File: src/rtl/core/wfbp_pkg.sv
// ---------------------------------------------------------------------------
// wfbp_pkg
// Shared types and constants for the worst-fit bin packer.
// ---------------------------------------------------------------------------
package wfbp_pkg;

    localparam int MAX_PARTS = 64;
    localparam int MAX_BINS  = 16;
    localparam int PIDX_W    = 6;
    localparam int CNT_W     = 7;
    localparam int BIDX_W    = 4;
    localparam int COST_W    = 24;
    localparam int LOAD_W    = 32;

    typedef struct packed {
        logic [COST_W-1:0] part_cost;
        logic              final_part;
    } in_item_t;

    typedef struct packed {
        logic [PIDX_W-1:0] part_index;
        logic [COST_W-1:0] placed_cost;
        logic [BIDX_W-1:0] bin_index;
        logic [LOAD_W-1:0] bin_load;
        logic              final_result;
    } out_item_t;

    // one placement handed from the sorter to the placer
    typedef struct packed {
        logic [PIDX_W-1:0] part_index;
        logic [COST_W-1:0] cost;
        logic              first;
        logic              last;
    } job_word_t;

    function automatic logic [BIDX_W:0] bins_in_use(input logic [4:0] cnt);
        logic [BIDX_W:0] b;
        if (cnt == 5'd0) begin
            b = 5'd1;
        end else if (cnt > 5'(MAX_BINS)) begin
            b = 5'(MAX_BINS);
        end else begin
            b = cnt;
        end
        return b;
    endfunction

endpackage

File: src/rtl/core/wfbp_ram.sv
// ---------------------------------------------------------------------------
// wfbp_ram
// Generic single-write, single-read RAM with registered read data.
// ---------------------------------------------------------------------------
module wfbp_ram #(
    parameter int WIDTH = 8,
    parameter int DEPTH = 64
) (
    input  logic                     aclk,
    input  logic                     we,
    input  logic [$clog2(DEPTH)-1:0] waddr,
    input  logic [WIDTH-1:0]         wdata,
    input  logic [$clog2(DEPTH)-1:0] raddr,
    output logic [WIDTH-1:0]         rdata
);

    logic [WIDTH-1:0] mem [DEPTH];

    always_ff @(posedge aclk) begin
        if (we) begin
            mem[waddr] <= wdata;
        end
        rdata <= mem[raddr];
    end

endmodule

File: src/rtl/core/wfbp_front.sv
// ---------------------------------------------------------------------------
// wfbp_front
// Loads part costs, then sorts them by descending cost, one stable pass
// over the stored parts per output, and emits job words in order.
// ---------------------------------------------------------------------------
module wfbp_front (
    input  logic                 aclk,
    input  logic                 aresetn,
    input  wfbp_pkg::in_item_t   s_item,
    input  logic                 s_valid,
    output logic                 s_ready,
    output wfbp_pkg::job_word_t  q_word,
    output logic                 q_push,
    input  logic                 q_full
);

    typedef enum logic [3:0] {
        ST_LOAD  = 4'b0001,
        ST_SCAN  = 4'b0010,
        ST_WAIT  = 4'b0100,
        ST_EMIT  = 4'b1000
    } fstate_t;

    fstate_t state_reg, state_next;
    logic [wfbp_pkg::CNT_W-1:0]  count_reg, count_next;
    logic [wfbp_pkg::CNT_W-1:0]  done_reg, done_next;      // parts emitted
    logic [wfbp_pkg::CNT_W-1:0]  scan_reg, scan_next;      // read address in scan
    logic                        rd_vld_reg, rd_vld_next;
    logic [wfbp_pkg::PIDX_W-1:0] rd_idx_reg, rd_idx_next;
    logic [wfbp_pkg::MAX_PARTS-1:0] used_reg, used_next;
    logic                        best_vld_reg, best_vld_next;
    logic [wfbp_pkg::PIDX_W-1:0] best_idx_reg, best_idx_next;
    logic [wfbp_pkg::COST_W-1:0] best_cost_reg, best_cost_next;

    logic                        we;
    logic [wfbp_pkg::PIDX_W-1:0] raddr;
    logic [wfbp_pkg::COST_W-1:0] rdata;

    wfbp_ram #(.WIDTH(wfbp_pkg::COST_W), .DEPTH(wfbp_pkg::MAX_PARTS)) u_cost (
        .aclk  (aclk),
        .we    (we),
        .waddr (count_reg[wfbp_pkg::PIDX_W-1:0]),
        .wdata (s_item.part_cost),
        .raddr (raddr),
        .rdata (rdata)
    );

    assign s_ready = (state_reg == ST_LOAD);
    assign we      = s_ready && s_valid && (count_reg < wfbp_pkg::CNT_W'(wfbp_pkg::MAX_PARTS));
    assign raddr   = scan_reg[wfbp_pkg::PIDX_W-1:0];

    always_comb begin
        state_next     = state_reg;
        count_next     = count_reg;
        done_next      = done_reg;
        scan_next      = scan_reg;
        rd_vld_next    = 1'b0;
        rd_idx_next    = raddr;
        used_next      = used_reg;
        best_vld_next  = best_vld_reg;
        best_idx_next  = best_idx_reg;
        best_cost_next = best_cost_reg;
        q_push         = 1'b0;
        q_word.part_index = best_idx_reg;
        q_word.cost       = best_cost_reg;
        q_word.first      = (done_reg == '0);
        q_word.last       = (done_reg + 1'b1 == count_reg);

        // fold in the word read last cycle; strict compare keeps load order
        if (rd_vld_reg && !used_reg[rd_idx_reg]
                && (!best_vld_reg || rdata > best_cost_reg)) begin
            best_vld_next  = 1'b1;
            best_idx_next  = rd_idx_reg;
            best_cost_next = rdata;
        end

        unique case (state_reg)
            ST_LOAD: begin
                if (s_valid) begin
                    if (we) begin
                        count_next = count_reg + 1'b1;
                    end
                    if (s_item.final_part) begin
                        state_next   = ST_SCAN;
                        scan_next    = '0;
                        done_next    = '0;
                        used_next    = '0;
                        best_vld_next = 1'b0;
                    end
                end
            end
            ST_SCAN: begin
                if (count_reg == '0) begin
                    state_next = ST_LOAD;
                end else begin
                    rd_vld_next = 1'b1;
                    scan_next   = scan_reg + 1'b1;
                    if (scan_reg + 1'b1 == count_reg) begin
                        state_next = ST_WAIT;
                    end
                end
            end
            ST_WAIT: begin
                state_next = ST_EMIT;
            end
            ST_EMIT: begin
                if (!q_full) begin
                    q_push        = 1'b1;
                    used_next[best_idx_reg] = 1'b1;
                    best_vld_next = 1'b0;
                    done_next     = done_reg + 1'b1;
                    scan_next     = '0;
                    if (done_reg + 1'b1 == count_reg) begin
                        state_next = ST_LOAD;
                        count_next = '0;
                    end else begin
                        state_next = ST_SCAN;
                    end
                end
            end
            default: state_next = ST_LOAD;
        endcase
    end

    always_ff @(posedge aclk) begin
        if (!aresetn) begin
            state_reg    <= ST_LOAD;
            count_reg    <= '0;
            done_reg     <= '0;
            scan_reg     <= '0;
            rd_vld_reg   <= 1'b0;
            used_reg     <= '0;
            best_vld_reg <= 1'b0;
        end else begin
            state_reg    <= state_next;
            count_reg    <= count_next;
            done_reg     <= done_next;
            scan_reg     <= scan_next;
            rd_vld_reg   <= rd_vld_next;
            used_reg     <= used_next;
            best_vld_reg <= best_vld_next;
        end
        rd_idx_reg    <= rd_idx_next;
        best_idx_reg  <= best_idx_next;
        best_cost_reg <= best_cost_next;
    end

endmodule

File: src/rtl/core/wfbp_queue.sv
// ---------------------------------------------------------------------------
// wfbp_queue
// Two-entry queue of job words between the sorter and the placer.
// ---------------------------------------------------------------------------
module wfbp_queue (
    input  logic                aclk,
    input  logic                aresetn,
    input  wfbp_pkg::job_word_t push_word,
    input  logic                push,
    output logic                full,
    output wfbp_pkg::job_word_t pop_word,
    output logic                not_empty,
    input  logic                pop
);

    wfbp_pkg::job_word_t slot_reg [2];
    logic       wptr_reg, rptr_reg;
    logic [1:0] fill_reg;

    assign full      = (fill_reg == 2'd2);
    assign not_empty = (fill_reg != 2'd0);
    assign pop_word  = slot_reg[rptr_reg];

    always_ff @(posedge aclk) begin
        if (!aresetn) begin
            wptr_reg <= 1'b0;
            rptr_reg <= 1'b0;
            fill_reg <= '0;
        end else begin
            if (push) begin
                wptr_reg <= ~wptr_reg;
            end
            if (pop) begin
                rptr_reg <= ~rptr_reg;
            end
            fill_reg <= fill_reg + {1'b0, push} - {1'b0, pop};
        end
        if (push) begin
            slot_reg[wptr_reg] <= push_word;
        end
    end

endmodule

File: src/rtl/core/wfbp_back.sv
// ---------------------------------------------------------------------------
// wfbp_back
// Places each job word in the least-loaded bin: a serial scan over the bins
// in use, then a saturating add and a registered result.
// ---------------------------------------------------------------------------
module wfbp_back (
    input  logic                 aclk,
    input  logic                 aresetn,
    input  logic [4:0]           bin_count,
    input  wfbp_pkg::job_word_t  q_word,
    input  logic                 q_valid,
    output logic                 q_pop,
    output wfbp_pkg::out_item_t  m_item,
    output logic                 m_valid,
    input  logic                 m_ready
);

    typedef enum logic [2:0] {
        ST_IDLE = 3'b001,
        ST_MIN  = 3'b010,
        ST_ADD  = 3'b100
    } bstate_t;

    bstate_t state_reg, state_next;
    logic [wfbp_pkg::LOAD_W-1:0] load_reg [wfbp_pkg::MAX_BINS];
    logic [wfbp_pkg::BIDX_W:0]   scan_reg, scan_next;
    logic [wfbp_pkg::BIDX_W-1:0] best_reg, best_next;
    logic [wfbp_pkg::BIDX_W:0]   nb;
    logic [wfbp_pkg::LOAD_W:0]   sum;
    logic [wfbp_pkg::LOAD_W-1:0] new_load;
    logic                        out_free;
    logic                        clear;
    wfbp_pkg::out_item_t         out_reg;
    logic                        out_vld_reg;

    assign nb       = wfbp_pkg::bins_in_use(bin_count);
    assign out_free = !out_vld_reg || m_ready;
    assign sum      = {1'b0, load_reg[best_reg]} + (wfbp_pkg::LOAD_W+1)'(q_word.cost);
    assign new_load = sum[wfbp_pkg::LOAD_W] ? '1 : sum[wfbp_pkg::LOAD_W-1:0];
    assign m_item   = out_reg;
    assign m_valid  = out_vld_reg;
    // loads of a new job count as zero until written
    assign clear    = q_word.first;

    always_comb begin
        state_next = state_reg;
        scan_next  = scan_reg;
        best_next  = best_reg;
        q_pop      = 1'b0;
        unique case (state_reg)
            ST_IDLE: begin
                if (q_valid) begin
                    state_next = ST_MIN;
                    scan_next  = 5'd1;
                    best_next  = '0;
                end
            end
            ST_MIN: begin
                if (scan_reg >= nb || clear) begin
                    state_next = ST_ADD;
                end else begin
                    if (load_reg[scan_reg[wfbp_pkg::BIDX_W-1:0]] < load_reg[best_reg]) begin
                        best_next = scan_reg[wfbp_pkg::BIDX_W-1:0];
                    end
                    scan_next = scan_reg + 1'b1;
                end
            end
            ST_ADD: begin
                if (out_free) begin
                    q_pop      = 1'b1;
                    state_next = ST_IDLE;
                end
            end
            default: state_next = ST_IDLE;
        endcase
    end

    always_ff @(posedge aclk) begin
        if (!aresetn) begin
            state_reg   <= ST_IDLE;
            out_vld_reg <= 1'b0;
        end else begin
            state_reg <= state_next;
            if (q_pop) begin
                out_vld_reg <= 1'b1;
            end else if (m_ready) begin
                out_vld_reg <= 1'b0;
            end
        end
        scan_reg <= scan_next;
        best_reg <= best_next;
        if (q_pop) begin
            for (int i = 0; i < wfbp_pkg::MAX_BINS; i++) begin
                if (clear) begin
                    load_reg[i] <= '0;
                end
            end
            if (clear) begin
                load_reg[0] <= (wfbp_pkg::LOAD_W)'(q_word.cost);
            end else begin
                load_reg[best_reg] <= new_load;
            end
            out_reg.part_index   <= q_word.part_index;
            out_reg.placed_cost  <= q_word.cost;
            out_reg.bin_index    <= clear ? '0 : best_reg;
            out_reg.bin_load     <= clear ? (wfbp_pkg::LOAD_W)'(q_word.cost) : new_load;
            out_reg.final_result <= q_word.last;
        end
    end

endmodule

File: src/rtl/core/worst_fit_bin_packer.sv
// ---------------------------------------------------------------------------
// worst_fit_bin_packer
// Longest-cost-first, worst-fit placement of up to 64 parts into bins.
// ---------------------------------------------------------------------------
// Usage: parts arrive on s_ (valid/ready), one cost per word; final_part
// closes the job. Loading accepts one part per cycle; parts beyond 64 are
// dropped. After the final part the front end sorts: for each output it
// scans the stored costs once through the cost RAM. Each placement word
// then passes a two-entry queue to the back end, which scans the bins in
// use (up to 16) and adds with saturation, skipping the scan for the first
// part of a job; results leave on m_ one per part in sorted order, the
// last flagged final_result. s_ready stays low until the whole job has
// been handed to the queue.
// A stall on m_ holds the output register, then fills the queue, then
// halts the sorter; nothing is lost. Reset clears all control state and
// returns bin_count to 4; write bin_count only while the block is idle.
// ---------------------------------------------------------------------------
module worst_fit_bin_packer (
    input  logic                aclk,
    input  logic                aresetn,
    input  logic                cfg_we,
    input  logic [4:0]          cfg_wdata,
    input  wfbp_pkg::in_item_t  s_item,
    input  logic                s_valid,
    output logic                s_ready,
    output wfbp_pkg::out_item_t m_item,
    output logic                m_valid,
    input  logic                m_ready
);

    logic [4:0]          bin_count_reg;
    wfbp_pkg::job_word_t f_word, b_word;
    logic                f_push, q_full, q_ne, q_pop;

    always_ff @(posedge aclk) begin
        if (!aresetn) begin
            bin_count_reg <= 5'd4;
        end else if (cfg_we) begin
            bin_count_reg <= cfg_wdata;
        end
    end

    wfbp_front u_front (
        .aclk    (aclk),
        .aresetn (aresetn),
        .s_item  (s_item),
        .s_valid (s_valid),
        .s_ready (s_ready),
        .q_word  (f_word),
        .q_push  (f_push),
        .q_full  (q_full)
    );

    wfbp_queue u_queue (
        .aclk      (aclk),
        .aresetn   (aresetn),
        .push_word (f_word),
        .push      (f_push),
        .full      (q_full),
        .pop_word  (b_word),
        .not_empty (q_ne),
        .pop       (q_pop)
    );

    wfbp_back u_back (
        .aclk      (aclk),
        .aresetn   (aresetn),
        .bin_count (bin_count_reg),
        .q_word    (b_word),
        .q_valid   (q_ne),
        .q_pop     (q_pop),
        .m_item    (m_item),
        .m_valid   (m_valid),
        .m_ready   (m_ready)
    );

`ifndef SYNTHESIS
    a_no_push_full: assert property (@(posedge aclk) disable iff (!aresetn)
        !(f_push && q_full && !q_pop)) else $error("push into full queue");
    a_pop_nonempty: assert property (@(posedge aclk) disable iff (!aresetn)
        q_pop |-> q_ne) else $error("pop from empty queue");
    a_bin_range: assert property (@(posedge aclk) disable iff (!aresetn)
        m_valid |-> ({1'b0, m_item.bin_index} < wfbp_pkg::bins_in_use(bin_count_reg)))
        else $error("bin index out of range");
`endif

endmodule
File: config.mk
export PLATFORM = sky130hd
export DESIGN_NAME = worst_fit_bin_packer
export DESIGN_NICKNAME = d
export VERILOG_FILES = /design/src/rtl/core/wfbp_pkg.sv /design/src/rtl/core/wfbp_ram.sv /design/src/rtl/core/wfbp_front.sv /design/src/rtl/core/wfbp_queue.sv /design/src/rtl/core/wfbp_back.sv /design/src/rtl/core/worst_fit_bin_packer.sv
export SDC_FILE = /design/constraint.sdc
export NUM_CORES = 2
export LEC_CHECK = 0
export BUFFER_PORTS_ARGS = -buffer_cell sky130_fd_sc_hd__buf_2
export CAP_MARGIN = 20
export CORE_ASPECT_RATIO = 0.5
export CORE_MARGIN = 2
export CORE_UTILIZATION = 30
export DETAILED_ROUTE_END_ITERATION = 12
export PLACE_DENSITY = 0.45
export SYNTH_ARGS = -nofsm -noshare
export SYNTH_HDL_FRONTEND = slang
export SYNTH_HIERARCHICAL = 1
export SYNTH_SLANG_ARGS = --single-unit
File: constraint.sdc
create_clock -name aclk -period 9.5 [get_ports aclk]
set_input_delay 0.475 -clock aclk [delete_from_list [all_inputs] [get_ports aclk]]
set_output_delay 0.475 -clock aclk [all_outputs]
set_load 0.03 [all_outputs]
==> metrics.yaml <==
outcome:
  outcome: "complete, no violations"
clocking:
  cts_buffers: 233
  clk_latency_ns: 0.95
  htree_num_levels: 4
  clock_path_buffers: 4
  cts_tree: "done"
  clock-sinks: 2361
  hold_buffers: 11
  cts_resized: 0
  cts_setup_buffers: 0
  clock-root-buffer: "clkbuf_16"
  clk_pin_slew_worst_paths_ns: 0.06
cells_and_area:
  final_util_pct: 34.27
  areaGrowthSynthToFinish_pct: 13.50
  largest_reg_flops: 1536
  drive_above_1_share_pct: 25.68
  fin_nets: 5851
  design_area_um2: 113200
sta:
  tns_ns: 0
  period_needed_ns: 6.599
  fin_crit_sh_pct: 69.47
  worst_clock_skew_ns: 0.1022
  tightest_slew_ns: 1.298
  setup_ws_ns: 2.901
  rsz0062_at_grt: "false"
  drv_slew: 0
  finalSetupViolations: 0
  max_slew_margin_pct: 13.28
  fmax_mhz: 151.5
  hold_violations: 0
  fin_hold_ws_ns: 0.08506
setup_path:
  path_class: "flop to flop"
  crit_arrival_ns: 7.15
  critPathMaxStageDelay_ns: 0.96
  critPathBufInv: 2
  cp_max_fo: 36
  worstPathCellList: "buf_4 > mux4_2 > a22oi_1 > nand2_1 > ha_1 > fa_1 > a21o_1 > a221o_1 > o221ai_1 > a211o_1 > a2111oi_4 > buf_4 > a2111oi_4 > o21ai_0"
  endpoint_kind: "flop"
  cp_top_family: "compound AO/OA/AOI/OAI gates"
  worstPathRequired_ns: 10.06
  critPathLaunchType: "flop"
  cpMaxStageDelayCell: "a2111oi_4"
power:
  seq_power_share_pct: 54.9
  p_int_uw: 16420
  swShare_pct: 20.83
  worst_ir_drop_vdd_uv: 160.1
  p_per_area_nw_per_um2: 183.2
  leakage_uw: 0.03662
  p_switching_uw: 4320
  combPwrFrac_pct: 2.0
  clkPwrFrac_pct: 43.2
synth:
  synth_cell_types: 86
  syn_inst: 5567
  synth.avg_cell_area_um2: 17.92
  syn_area_um2: 99740
  syn-num-nets: 5695
  yosys_register_bits: 2361
  ys_seq_area_share_pct: 69.65
  synth_edf_count: 2218
  synthArstFlopShare_pct: 0
  ys.flop_type: "edfxtp_1"
  ys_warn_count: 6
drt:
  drt-total-wl_um: 303800
  vias: 54370
  drt-vias-per-instance: 5.245
  wl_per_cell_um: 29.31
  drcViolationCount: 0
  first_pass_iters: 6
  postRouteAntennaNets: 0
  first_iter_violations: 5937
global_routing:
  grt_max_degree: 104
  busiest_layer: "met2"
  track_usage_pct: 17.58
  grt_pass1_wl_um: 424100
  grt_pass1_vias: 55830
  antenna_found_initial: 13
  use_met3_pct: 2.888
  use_met1_pct: 23.34
  grtUsageMet2_pct: 29.84
  gr-total-overflow: 0
placed_design:
  pre_cts_slack_ns: 2.810
  placed_area_um2: 105800
  place.gp.congestion: 0.7931
  io_buffers: 103
  place_hpwl_um: 171400
min_path:
  min_path_type: "primary input to flop"
floorplanning:
  die-width_um: 819.4
  fp.coreArea_um2: 330400
  dieHeight_um: 411.7
  die_area_um2: 337400
  rows: 149
  start_util_pct: 30.19
  io_pins: 104
run:
  max-cap-violations: 0
## synthesized netlist by cell type, types with 12 or more instances
cell type  count  area (µm²)
and3_1        28       175.2
mux4_2       676       15220
a211oi_1      17       127.6
mux2_4        30       450.4
clkbuf_1     171       641.9
o22ai_1       57       356.6
a22oi_1       40       300.3
nand2b_1      14       87.58
nand2_1      138       518.0
inv_1        111       416.7
a221oi_1      61       534.3
xnor2_1       14       122.6
a31oi_1       21       131.4
nor3_1       103       515.5
buf_2         94       470.5
a21o_1        29       217.7
buf_6         13       146.4
buf_1         46       172.7
mux2_2        62       698.2
mux2i_1      139        1391
or3_1         12       75.07
nand4_1       15       93.84
nand3_1       49       245.2
dfxtp_1      143        2863
edfxtp_1    2218       66600
o211ai_1      12       90.09
o21ai_0       54       270.3
nor2b_1       39       244.0
a21oi_1      171       855.8
buf_4         37       277.8
o21a_1        20       150.1
xor2_1        23       201.4
and2_1        14       87.58
nor2_1       659        2474
ha_1          92        1151
## power by group through the flow
stage               clock network, µW  logic [µW]  registers [µW]
floorplan                           0         159           11600
global placement                    0         392           11600
detailed placement                  0         406           11600
CTS                              9200         411           11400
global route                     9580         435           11400
finish                           8950         405           11400
## worst paths after layout
| kind | slack (ns) | end | start | cells after the start |
|---|---|---|---|---|
| worst max-delay path | 2.90 | u_back/load_reg[0][21] | flop | 14 |
| worst min-delay path | 0.09 | u_back/state_reg[0] | aresetn | 2 |
| worst max register to register | 2.90 | u_back/load_reg[0][21] | flop | 14 |
| worst min register to register | 0.42 | u_front/best_cost_reg[7] | u_front/u_cost/rdata[7] | 0 |
## routing by layer
| metal | wire length (µm) | vias up | share of wire [%] |
|---|---|---|---|
| met4 | 8894 | 0 | 2.9 |
| met2 | 148800 | 2029 | 49 |
| met5 | 0 | - | 0 |
| li1 | - | 22690 | - |
| met1 | 125600 | 29230 | 41 |
| met3 | 20530 | 433 | 6.8 |
## stage by stage
step	cells	total power, µW
floorplan	5567	11760
global placement	9920	12000
detailed placement	9922	12010
CTS	10350	20990
global route	10360	21400
finish	10370	20740
## kinds of logic after synthesis
| kind of cell | count (synthesis) | synth area share [%] |
|---|---|---|
| buffers and inverters | 480 | 2.214 |
| XOR/XNOR | 40 | 0.3926 |
| AO/OA/AOI/OAI | 543 | 3.620 |
| multiplexers | 908 | 17.82 |
| adder cells (fa/ha/maj) | 93 | 1.174 |
| flip-flops | 2361 | 69.65 |
| AND/OR/NAND/NOR | 1142 | 5.127 |
## layout make-up
cell class / count / area [µm²]
Antenna cell: 4 / 10.01
Clock buffer: 303 / 6208
Clock inverter: 117 / 939.7
Fill cell: 31370 / 217100
Inverter: 115 / 432.9
Multi-Input combinational cell: 2726 / 28490
Sequential cell: 2361 / 69510
Tap cell: 4454 / 5573
Timing Repair Buffer: 286 / 2037
## placed cells by master (no fill, tap or decap), types with 13 or more instances in the layout
cell type,n
xor2_1,23
nand3_1,45
mux4_2,676
nor2_2,65
buf_2,103
clkinv_2,45
nor2_1,594
mux2i_1,139
dfxtp_1,128
nand4_1,15
mux2_2,62
a31oi_1,21
a22oi_1,40
inv_1,111
buf_4,159
edfxtp_1,2218
nand2_4,20
a21o_1,29
nor3_1,101
and2_1,13
clkinv_1,47
a211oi_1,16
o21ai_0,54
a221oi_1,61
o21a_1,20
clkbuf_16,237
a21oi_1,171
nand2_1,110
nor2b_1,38
xnor2_1,14
ha_1,92
bufinv_16,14
nand2b_1,14
and3_1,27
mux2_4,30
clkbuf_1,63
o22ai_1,57
Power figures use the tool's default switching activity.
